==> config.mk <==
export PLATFORM = sky130hd
export DESIGN_NAME = xchacha20_stream_cipher_unit
export DESIGN_NICKNAME = d
export VERILOG_FILES = /design/src/sv/xcc_pkg.sv /design/src/sv/xcc_qr_half.sv /design/src/sv/xcc_ks_mem.sv /design/src/sv/xchacha20_stream_cipher_unit.sv
export SDC_FILE = /design/constraint.sdc
export NUM_CORES = 2
export LEC_CHECK = 0
export ABC_CLOCK_PERIOD_IN_PS = 24000
export CORE_MARGIN = 1
export CORE_UTILIZATION = 50
export CTS_CLUSTER_SIZE = 14
export DETAILED_ROUTE_END_ITERATION = 8
export DONT_BUFFER_PORTS = 1
export PLACE_DENSITY = 0.76
export SYNTH_ARGS = -nofsm -noshare
export SYNTH_HDL_FRONTEND = slang
export SYNTH_HIERARCHICAL = 1
export SYNTH_SLANG_ARGS = --single-unit
==> constraint.sdc <==
create_clock -name clk -period 24 [get_ports clk]
set_input_delay 6 -clock clk [delete_from_list [all_inputs] [get_ports clk]]
set_output_delay 6 -clock clk [all_outputs]
set_load 0.05 [all_outputs]
==> src/sv/xcc_pkg.sv <==
// shared types and constants for the xchacha20 stream cipher unit
// no dependencies
`default_nettype none
package xcc_pkg;

    localparam logic [31:0] SIGMA0 = 32'h6170_7865;
    localparam logic [31:0] SIGMA1 = 32'h3320_646e;
    localparam logic [31:0] SIGMA2 = 32'h7962_2d32;
    localparam logic [31:0] SIGMA3 = 32'h6b20_6574;

    localparam int unsigned ROT_A = 16;
    localparam int unsigned ROT_B = 12;
    localparam int unsigned ROT_C = 8;
    localparam int unsigned ROT_D = 7;

    // 10 double rounds, two half quarter-round steps per round
    localparam int unsigned NUM_STEPS = 40;

    localparam logic [2:0] REG_KEY0   = 3'd0;
    localparam logic [2:0] REG_KEY1   = 3'd1;
    localparam logic [2:0] REG_KEY2   = 3'd2;
    localparam logic [2:0] REG_KEY3   = 3'd3;
    localparam logic [2:0] REG_NONCE0 = 3'd4;
    localparam logic [2:0] REG_NONCE1 = 3'd5;
    localparam logic [2:0] REG_NONCE2 = 3'd6;

    typedef enum logic [2:0] {
        ST_IDLE,
        ST_HROUND,
        ST_BLOAD,
        ST_BROUND,
        ST_WRITE,
        ST_READ,
        ST_EMIT
    } state_t;

    function automatic logic [31:0] rotl(input logic [31:0] v, input int unsigned r);
        rotl = (v << r) | (v >> (32 - r));
    endfunction

endpackage
`default_nettype wire

==> src/sv/xcc_qr_half.sv <==
// one half of a chacha quarter round: two add, xor, rotate steps
// depends on xcc_pkg
`default_nettype none
module xcc_qr_half (
    input  wire logic        second,
    input  wire logic [31:0] a_in,
    input  wire logic [31:0] b_in,
    input  wire logic [31:0] c_in,
    input  wire logic [31:0] d_in,
    output logic      [31:0] a_out,
    output logic      [31:0] b_out,
    output logic      [31:0] c_out,
    output logic      [31:0] d_out
);
    import xcc_pkg::*;

    always_comb
    begin
        a_out = a_in + b_in;
        d_out = second ? rotl(d_in ^ a_out, ROT_C) : rotl(d_in ^ a_out, ROT_A);
        c_out = c_in + d_out;
        b_out = second ? rotl(b_in ^ c_out, ROT_D) : rotl(b_in ^ c_out, ROT_B);
    end

endmodule
`default_nettype wire

==> src/sv/xcc_ks_mem.sv <==
// keystream block memory, 8 entries of 64 bits, registered read
// no dependencies
`default_nettype none
module xcc_ks_mem (
    input  wire logic        clk,
    input  wire logic        we,
    input  wire logic [2:0]  waddr,
    input  wire logic [63:0] wdata,
    input  wire logic        re,
    input  wire logic [2:0]  raddr,
    output logic      [63:0] rdata
);
    logic [63:0] mem [8];

    always_ff @(posedge clk)
    begin
        if (we)
        begin
            mem[waddr] <= wdata;
        end
        if (re)
        begin
            rdata <= mem[raddr];
        end
    end

endmodule
`default_nettype wire

==> src/sv/xchacha20_stream_cipher_unit.sv <==
// word path: accept, ST_READ, ST_EMIT, output registers; a new block first adds a load,
// 40 round steps and 8 memory writes, and a message start 40 more for subkey derivation
// flow: one word in flight at a time; ST_EMIT waits while the output holds an untaken word;
// rounds run on four half quarter-round units, one step per cycle
// reset: subkey, counter, registers and word position clear at once, no sweep
`default_nettype none
module xchacha20_stream_cipher_unit (
    input  wire logic        clk,
    input  wire logic        rst_n,
    input  wire logic        s_axis_tvalid,
    output logic             s_axis_tready,
    input  wire logic [71:0] s_axis_tdata,  // data_word, byte_count, zero pad
    input  wire logic [0:0]  s_axis_tuser,  // start_message
    input  wire logic        s_axis_tlast,
    output logic             m_axis_tvalid,
    input  wire logic        m_axis_tready,
    output logic      [71:0] m_axis_tdata,  // out_word, out_byte_count, zero pad
    output logic             m_axis_tlast,
    input  wire logic        psel,
    input  wire logic        penable,
    input  wire logic        pwrite,
    input  wire logic [5:0]  paddr,
    input  wire logic [63:0] pwdata,
    output logic      [63:0] prdata,
    output logic             pready
);
    import xcc_pkg::*;

    state_t state_reg, state_next;
    logic [63:0] key_reg [4];
    logic [63:0] nonce_reg [3];
    logic [31:0] subkey_reg [8];
    logic [31:0] subkey_next [8];
    logic [63:0] counter_reg, counter_next;
    logic [2:0]  pos_reg, pos_next;
    logic [5:0]  step_reg, step_next;
    logic [2:0]  wcnt_reg, wcnt_next;
    logic [31:0] w_reg [16];
    logic [31:0] w_next [16];
    logic [31:0] rnd_w [16];
    logic [31:0] hinit [16];
    logic [31:0] binit [16];
    logic [63:0] data_reg;
    logic [3:0]  cnt_reg;
    logic        last_reg;
    logic        mvalid_reg, mvalid_next;
    logic [63:0] oword_reg;
    logic [3:0]  ocnt_reg;
    logic        olast_reg;
    logic        accept, emit_go, mem_we, mem_re;
    logic [63:0] mem_wdata, mem_rdata, mask;
    logic [3:0]  cnt_sat;
    logic [2:0]  cfg_idx;
    logic        diag;

    assign pready = 1'b1;
    assign cfg_idx = paddr[5:3];
    assign s_axis_tready = (state_reg == ST_IDLE);
    assign accept = s_axis_tvalid && s_axis_tready;
    assign m_axis_tvalid = mvalid_reg;
    assign m_axis_tdata = {4'b0, ocnt_reg, oword_reg};
    assign m_axis_tlast = olast_reg;
    assign diag = step_reg[1];

    always_comb
    begin
        case (cfg_idx)
            REG_KEY0:   prdata = key_reg[0];
            REG_KEY1:   prdata = key_reg[1];
            REG_KEY2:   prdata = key_reg[2];
            REG_KEY3:   prdata = key_reg[3];
            REG_NONCE0: prdata = nonce_reg[0];
            REG_NONCE1: prdata = nonce_reg[1];
            REG_NONCE2: prdata = nonce_reg[2];
            default:    prdata = 64'd0;
        endcase
    end

    always_comb
    begin
        hinit[0] = SIGMA0;
        hinit[1] = SIGMA1;
        hinit[2] = SIGMA2;
        hinit[3] = SIGMA3;
        binit[0] = SIGMA0;
        binit[1] = SIGMA1;
        binit[2] = SIGMA2;
        binit[3] = SIGMA3;
        for (int i = 0; i < 4; i++)
        begin
            hinit[4 + 2 * i] = key_reg[i][31:0];
            hinit[5 + 2 * i] = key_reg[i][63:32];
        end
        for (int i = 0; i < 8; i++)
        begin
            binit[4 + i] = subkey_reg[i];
        end
        hinit[12] = nonce_reg[0][31:0];
        hinit[13] = nonce_reg[0][63:32];
        hinit[14] = nonce_reg[1][31:0];
        hinit[15] = nonce_reg[1][63:32];
        binit[12] = counter_reg[31:0];
        binit[13] = counter_reg[63:32];
        binit[14] = nonce_reg[2][31:0];
        binit[15] = nonce_reg[2][63:32];
    end

    for (genvar g = 0; g < 4; g++)
    begin : g_lane
        localparam int unsigned IA = g;
        localparam int unsigned IB_C = 4 + g;
        localparam int unsigned IC_C = 8 + g;
        localparam int unsigned ID_C = 12 + g;
        localparam int unsigned IB_D = 4 + ((g + 1) % 4);
        localparam int unsigned IC_D = 8 + ((g + 2) % 4);
        localparam int unsigned ID_D = 12 + ((g + 3) % 4);
        logic [31:0] a_o, b_o, c_o, d_o;

        xcc_qr_half u_qr (
            .second (step_reg[0]),
            .a_in   (w_reg[IA]),
            .b_in   (diag ? w_reg[IB_D] : w_reg[IB_C]),
            .c_in   (diag ? w_reg[IC_D] : w_reg[IC_C]),
            .d_in   (diag ? w_reg[ID_D] : w_reg[ID_C]),
            .a_out  (a_o),
            .b_out  (b_o),
            .c_out  (c_o),
            .d_out  (d_o)
        );
    end

    // diagonal steps put each lane's b, c, d back at rotated positions
    always_comb
    begin
        rnd_w[0] = g_lane[0].a_o;
        rnd_w[1] = g_lane[1].a_o;
        rnd_w[2] = g_lane[2].a_o;
        rnd_w[3] = g_lane[3].a_o;
        rnd_w[4] = diag ? g_lane[3].b_o : g_lane[0].b_o;
        rnd_w[5] = diag ? g_lane[0].b_o : g_lane[1].b_o;
        rnd_w[6] = diag ? g_lane[1].b_o : g_lane[2].b_o;
        rnd_w[7] = diag ? g_lane[2].b_o : g_lane[3].b_o;
        rnd_w[8] = diag ? g_lane[2].c_o : g_lane[0].c_o;
        rnd_w[9] = diag ? g_lane[3].c_o : g_lane[1].c_o;
        rnd_w[10] = diag ? g_lane[0].c_o : g_lane[2].c_o;
        rnd_w[11] = diag ? g_lane[1].c_o : g_lane[3].c_o;
        rnd_w[12] = diag ? g_lane[1].d_o : g_lane[0].d_o;
        rnd_w[13] = diag ? g_lane[2].d_o : g_lane[1].d_o;
        rnd_w[14] = diag ? g_lane[3].d_o : g_lane[2].d_o;
        rnd_w[15] = diag ? g_lane[0].d_o : g_lane[3].d_o;
    end

    always_comb
    begin
        cnt_sat = (cnt_reg > 4'd8) ? 4'd8 : cnt_reg;
        for (int i = 0; i < 8; i++)
        begin
            mask[8 * i +: 8] = (4'(i) < cnt_sat) ? 8'hff : 8'h00;
        end
        mem_wdata = {w_reg[{wcnt_reg, 1'b1}] + binit[{wcnt_reg, 1'b1}],
                     w_reg[{wcnt_reg, 1'b0}] + binit[{wcnt_reg, 1'b0}]};
    end

    always_comb
    begin
        state_next = state_reg;
        subkey_next = subkey_reg;
        counter_next = counter_reg;
        pos_next = pos_reg;
        step_next = step_reg;
        wcnt_next = wcnt_reg;
        w_next = w_reg;
        mvalid_next = mvalid_reg && !m_axis_tready;
        mem_we = 1'b0;
        mem_re = 1'b0;
        emit_go = 1'b0;
        case (state_reg)
            ST_IDLE:
            begin
                if (accept)
                begin
                    step_next = 6'd0;
                    if (s_axis_tuser[0])
                    begin
                        w_next = hinit;
                        state_next = ST_HROUND;
                    end
                    else if (pos_reg == 3'd0)
                    begin
                        state_next = ST_BLOAD;
                    end
                    else
                    begin
                        state_next = ST_READ;
                    end
                end
            end
            ST_HROUND:
            begin
                w_next = rnd_w;
                step_next = step_reg + 6'd1;
                if (step_reg == 6'(NUM_STEPS - 1))
                begin
                    for (int i = 0; i < 4; i++)
                    begin
                        subkey_next[i] = w_next[i];
                        subkey_next[4 + i] = w_next[12 + i];
                    end
                    counter_next = 64'd0;
                    pos_next = 3'd0;
                    state_next = ST_BLOAD;
                end
                else
                begin
                    state_next = ST_HROUND;
                end
            end
            ST_BLOAD:
            begin
                w_next = binit;
                step_next = 6'd0;
                state_next = ST_BROUND;
            end
            ST_BROUND:
            begin
                w_next = rnd_w;
                step_next = step_reg + 6'd1;
                wcnt_next = 3'd0;
                if (step_reg == 6'(NUM_STEPS - 1))
                    state_next = ST_WRITE;
            end
            ST_WRITE:
            begin
                mem_we = 1'b1;
                wcnt_next = wcnt_reg + 3'd1;
                if (wcnt_reg == 3'd7)
                begin
                    counter_next = counter_reg + 64'd1;
                    state_next = ST_READ;
                end
            end
            ST_READ:
            begin
                mem_re = 1'b1;
                state_next = ST_EMIT;
            end
            ST_EMIT:
            begin
                if (!mvalid_reg || m_axis_tready)
                begin
                    emit_go = 1'b1;
                    mvalid_next = 1'b1;
                    pos_next = last_reg ? 3'd0 : pos_reg + 3'd1;
                    state_next = ST_IDLE;
                end
            end
            default:
            begin
                state_next = ST_IDLE;
            end
        endcase
    end

    always_ff @(posedge clk or negedge rst_n)
    begin
        if (!rst_n)
        begin
            state_reg <= ST_IDLE;
            counter_reg <= 64'd0;
            pos_reg <= 3'd0;
            step_reg <= 6'd0;
            wcnt_reg <= 3'd0;
            mvalid_reg <= 1'b0;
            for (int i = 0; i < 8; i++)
                subkey_reg[i] <= 32'd0;
            for (int i = 0; i < 4; i++)
                key_reg[i] <= 64'd0;
            for (int i = 0; i < 3; i++)
                nonce_reg[i] <= 64'd0;
        end
        else
        begin
            state_reg <= state_next;
            counter_reg <= counter_next;
            pos_reg <= pos_next;
            step_reg <= step_next;
            wcnt_reg <= wcnt_next;
            mvalid_reg <= mvalid_next;
            subkey_reg <= subkey_next;
            if (psel && penable && pwrite && pready)
            begin
                case (cfg_idx)
                    REG_KEY0:   key_reg[0] <= pwdata;
                    REG_KEY1:   key_reg[1] <= pwdata;
                    REG_KEY2:   key_reg[2] <= pwdata;
                    REG_KEY3:   key_reg[3] <= pwdata;
                    REG_NONCE0: nonce_reg[0] <= pwdata;
                    REG_NONCE1: nonce_reg[1] <= pwdata;
                    REG_NONCE2: nonce_reg[2] <= pwdata;
                    default:    ;
                endcase
            end
        end
    end

    always_ff @(posedge clk)
    begin
        w_reg <= w_next;
        if (accept)
        begin
            data_reg <= s_axis_tdata[63:0];
            cnt_reg <= s_axis_tdata[67:64];
            last_reg <= s_axis_tlast;
        end
        if (emit_go)
        begin
            oword_reg <= (data_reg ^ mem_rdata) & mask;
            ocnt_reg <= cnt_sat;
            olast_reg <= last_reg;
        end
    end

    xcc_ks_mem u_mem (
        .clk   (clk),
        .we    (mem_we),
        .waddr (wcnt_reg),
        .wdata (mem_wdata),
        .re    (mem_re),
        .raddr (pos_reg),
        .rdata (mem_rdata)
    );

`ifndef SYNTHESIS
    a_busy_no_ready: assert property (@(posedge clk) disable iff (!rst_n)
        state_reg != ST_IDLE |-> !s_axis_tready)
        else $error("input ready while busy");
    a_new_block: assert property (@(posedge clk) disable iff (!rst_n)
        accept && !s_axis_tuser[0] && pos_reg == 3'd0 |=> state_reg == ST_BLOAD)
        else $error("no block made at block start");
    a_counter_step: assert property (@(posedge clk) disable iff (!rst_n)
        state_reg == ST_WRITE && wcnt_reg == 3'd7 |=>
        counter_reg == $past(counter_reg) + 64'd1)
        else $error("counter did not advance");
`endif

endmodule
`default_nettype wire
# == After elaboration in Yosys (flattened, before gate mapping) ==
# Memory sizes are Yosys's and may differ from the RTL's. A register that Yosys moved wholly into a read port is not among the register bits.
# Cells that the tools add are included.
# Widths: inputs -> output; s select.
# word_totals
register_bits,1434
ram_bits,512
input_bits,151
out_inout_bits,140
n_memories,1
# op_classes
addsub,14
magnitude_cmp,11
n_eq_ne,20
n_mux,83
bitwise,28
n_reduce_logical,28
# memory_table
memory,depth,width,rd,rd_ports_with_merged_regs,wr,line,text
u_mem.mem,8,64,1,1,1,xcc_ks_mem.sv:13,logic [63:0] mem [8];
# op_table
cell,n
$pmux 512 s3,1
$mux 32,40
$mux 512,2
$bmux 32 s4,4
$pmux 64 s7,1
$add 32x32->32,10
$xor 32x32->32,8
$mux 64,2
$or 32x12->32,4
$or 32x16->32,4
$or 32x7->32,4
$or 32x8->32,4
$pmux 64 s2,1
$add 64x1->64 const B,1
$and 64x64->64,1
$mux 8,8
$xor 64x64->64,1
$mux 3,9
$eq 3x3->1 const B,7
$pmux 3 s7,1
$pmux 6 s3,1
$reduce_and 2->1,9
$lt 3x4->1 const A,4
$eq 3x2->1 const B,4
other kinds (25),53

# == Depth between registers and ports, before layout ==
# logic_depth
word_depth,11
depth_mapped,34

# == Cells and area by module ==
# Netlist, hierarchy kept.
# by_module_without_submodules
mod,n_inst,cells_per_inst,area_per_inst_um2
xchacha20_stream_cipher_unit,1,6281,78469.0
xcc_ks_mem,1,816,21187.8
xcc_qr_half (g_lane[0].u_qr ...),3,622,4551.9
xcc_qr_half (g_lane[1].u_qr),1,658,4695.8

# == Worst setup path after synthesis ==
# OpenSTA, ideal clock, no wires.
# synth_timing
kind,in2reg
start,in s_axis_tvalid
end,"reg w_reg[0] (netlist bit), enable pin"
arrival_time_ns,27.428
slack_ns,-4.827
cell_stages,2
n_path_buf,0
cell_sequence,o21bai_1 -> nor2_1
# synth_between
elab_chain_cells,3
# synth_rtl
item,line,text
from (decl),xchacha20_stream_cipher_unit.sv:10,"input wire logic s_axis_tvalid,"
$logic_and 1x1->1,xchacha20_stream_cipher_unit.sv:59,assign accept = s_axis_tvalid && s_axis_tready;
$ne 2x1->1 (no source line),--,
$reduce_and 3->1 (no source line),--,
to (signal assigned),xchacha20_stream_cipher_unit.sv:308,w_reg <= w_next;
to (decl),xchacha20_stream_cipher_unit.sv:38,logic [31:0] w_reg [16];
# Every way passes these cells.
# A chain may end at the register's enable or synchronous reset.

# == Worst setup path after layout ==
# layout_timing
start,in paddr[3]
end,out prdata[59]
# layout_between
elab_chain_cells,2
elab_cells_between_ends,8
# layout_rtl
item,line,text
from (decl),xchacha20_stream_cipher_unit.sv:22,"input wire logic [5:0] paddr,"
$eq 3x3->1 (tied with other cells),xchacha20_stream_cipher_unit.sv:67,case (cfg_idx)
$pmux 64 s7 *,xchacha20_stream_cipher_unit.sv:67,
to (decl),xchacha20_stream_cipher_unit.sv:24,"output logic [63:0] prdata,"
# Mark *: on every way between the ends. The rest lies on a longest branch, timed or not.

==> run metrics <==
Final #Nets approximately 10,000; Crit Path Max Fanout 85; largest area contributor in the netlist edfxtp_1; largest net degree at the start of global routing between 700 and 800; hold path start hinit[88]; EDFF count, synth about 1,200; number of CTS-inserted buffers 220; crit path DAT ~9200 ps; antenna violations before repair 64; Avg Inst Size Synth 12.27 um^2; # setup viols final 0; Detail Placement HPWL around 420,000 um; CTS resizes 0; synth top area cells edfxtp_1, dfrtp_1, mux2_2, mux4_2, mux2i_1; Slew Limit Fails 449; floorplan row count about 180; ANT nets after route 0; fmax 65.70 MHz; Netlist Area Pre-Place 0.1180 mm^2; # Max-Cap Violations 3; Worst R2R Start step_reg[1]; gpl congestion 1.109; DIE WIDTH 487.8 um; core box area 0.2336 mm^2; HP Class register to register; final wirelength 561,800 um; Slew HR -70.55%; CTS tree built; RSZ-0062 raised after global routing no; Bufs on Longest Clock Path 3; Die Area between 0.2 and 0.25 mm^2; Final period util 63.42%; DR pass1 iterations 6; Die Span Y 487.8 um; clock-pin slew on the worst setup and hold paths around 60 ps; Via density 7.091; mux cell area share after synthesis between 20% and 30%; IO Pins 291; Post-CTS Setup Inserts 0; min Tclk post-route 15,220 ps; first-pass GRT wire length approximately 740,000 um; post-synthesis xor/xnor area fraction between 5 and 6%; # DRC 0; setup TNS 0 ps; top-count cell post-synth edfxtp_1; failing checks max-capacitance violations, max-slew violations; CP Class input pin to output port; synth cell count leaders edfxtp_1, mux2_2, nor2_1; Crit. Startpoint paddr[3]; Synth Area in Simple Gates 7.492%; Clock Skew 109.5 ps; grt ovf 0; hold path depth 1; Final Hold Viols 0; # H-tree levels 4; Synth Area in Adders 3.520%; port bufs 0; share of layout cells above drive strength 1 23.03%; clk root buf clkbuf_16; CP Launch Type input pin; crit path capture type output port; Compound-Gate Fraction of Synth Area 11.43%; ys flop type edfxtp_1; sequential area share after synthesis 47.82%; CTS Hold Bufs 0; status finished, violations left; register bit total from synthesis 2,010; largest family of logic cells by synthesized area multiplexers; WHS 532.6 ps; Synth top area share a little under a third; Worst EP required 18,000 ps; Iter 0 DRT Violations 13,720; reg2reg path depth 28; Routed WL per cell about 44 um; library cells used by synthesis 101; clk_lat worst skew approximately 940 ps; worst slew pin tran roughly 2600 ps; gr usage total 46.50%; Synth async-reset ratio 39.00%; post-synthesis cell count ~9,600; clk sinks 2,010; yosys warns 6; via count 91,050; synth-to-layout area growth 9.713%; Starting Density between 50 and 60%; vias in the first global route ~85,000
==> cells in the final DEF, fill, tap and decap left out, types with 27 or more instances in the layout <==
cell type and instances:
a22o_1 76, buf_4 229, and3_1 52, diode_2 36, nand2_1 320, mux4_2 326
nor2_1 1035, nand4_1 62, xor2_1 223, o21bai_1 34, clkinv_2 41, a211oi_1 36
o31ai_1 27, ha_1 316, and2_1 93, o21ai_0 213, o21ai_1 50, a21oi_1 554
o21a_1 45, xnor2_1 435, a31oi_1 44, inv_1 133, nand3_1 83, a221o_1 389
nor2b_1 55, a22oi_1 70, edfxtp_1 1226, clkbuf_1 45, nand2b_1 76, mux2_2 1140
clkbuf_16 228, dfrtp_1 776, nor3_1 52, a21o_1 123, mux2i_1 556
==> metal layers <==
| layer | vias to the layer above | GRT usage [%] | part of all wire [%] | wire length (um) |
|---|---|---|---|---|
| met5 | - | 0.4082 | 0.045 | 253 |
| met4 | 38 | 26.74 | 7.0 | 39120 |
| met3 | 1214 | 24.60 | 16 | 90150 |
| met2 | 6679 | 62.53 | 39 | 221300 |
| met1 | 46840 | 58.83 | 38 | 211000 |
| li1 | 36280 | - | - | - |
==> worst max-delay path: stages <==
cell and delay (ps):
nor2b_2 140, buf_4 420, and2_2 740, buf_4 830, a22o_1 240, nor2_1 50, o21ai_1 700
==> per-stage QoR <==
step           std cells  util (%)  cell area [um^2]  setup WS (ps)
6_report           12840     55.41            129500           8779
5_1_grt            12810     55.38            129400           8939
4_1_cts            12810     55.37            129400           9004
3_5_place_dp       12390     52.09            121700           9008
3_3_place_gp       12390     52.09            121700           8982
2_1_floorplan       9624         -            118000           3915
==> layout make-up <==
class                   count  area [um^2]
diodes                     36        90.09
flip-flops and latches   2010        56460
fillers                 19190       104200
inverters                 135        508.0
well taps                3132         3919
clock buffers             299         6232
clock inverters           119         1429
multi-input cells        6868        58880
repair buffers            242         1944
==> cells by family after synthesis <==
group	after synthesis
xor+xnor	689
simple gates	1963
buf+inv	746
fa+ha+maj	326
mux	2022
flops	2010
compound gates	1863
other cells	2
==> path summary, 6_finish.rpt <==
path | endpoint | slack, ps
max | prdata[59] | 8780
min | hinit[88] | 530
min reg2reg | hinit[88] | 530
max in group asynchronous | hinit[65] | 17190
min in group asynchronous | hinit[220] | 4790
max reg2reg | w_reg[290] | 9930
Power is not shown: default switching activity piles up to over one toggle a cycle in this logic, so the estimate is an artifact.
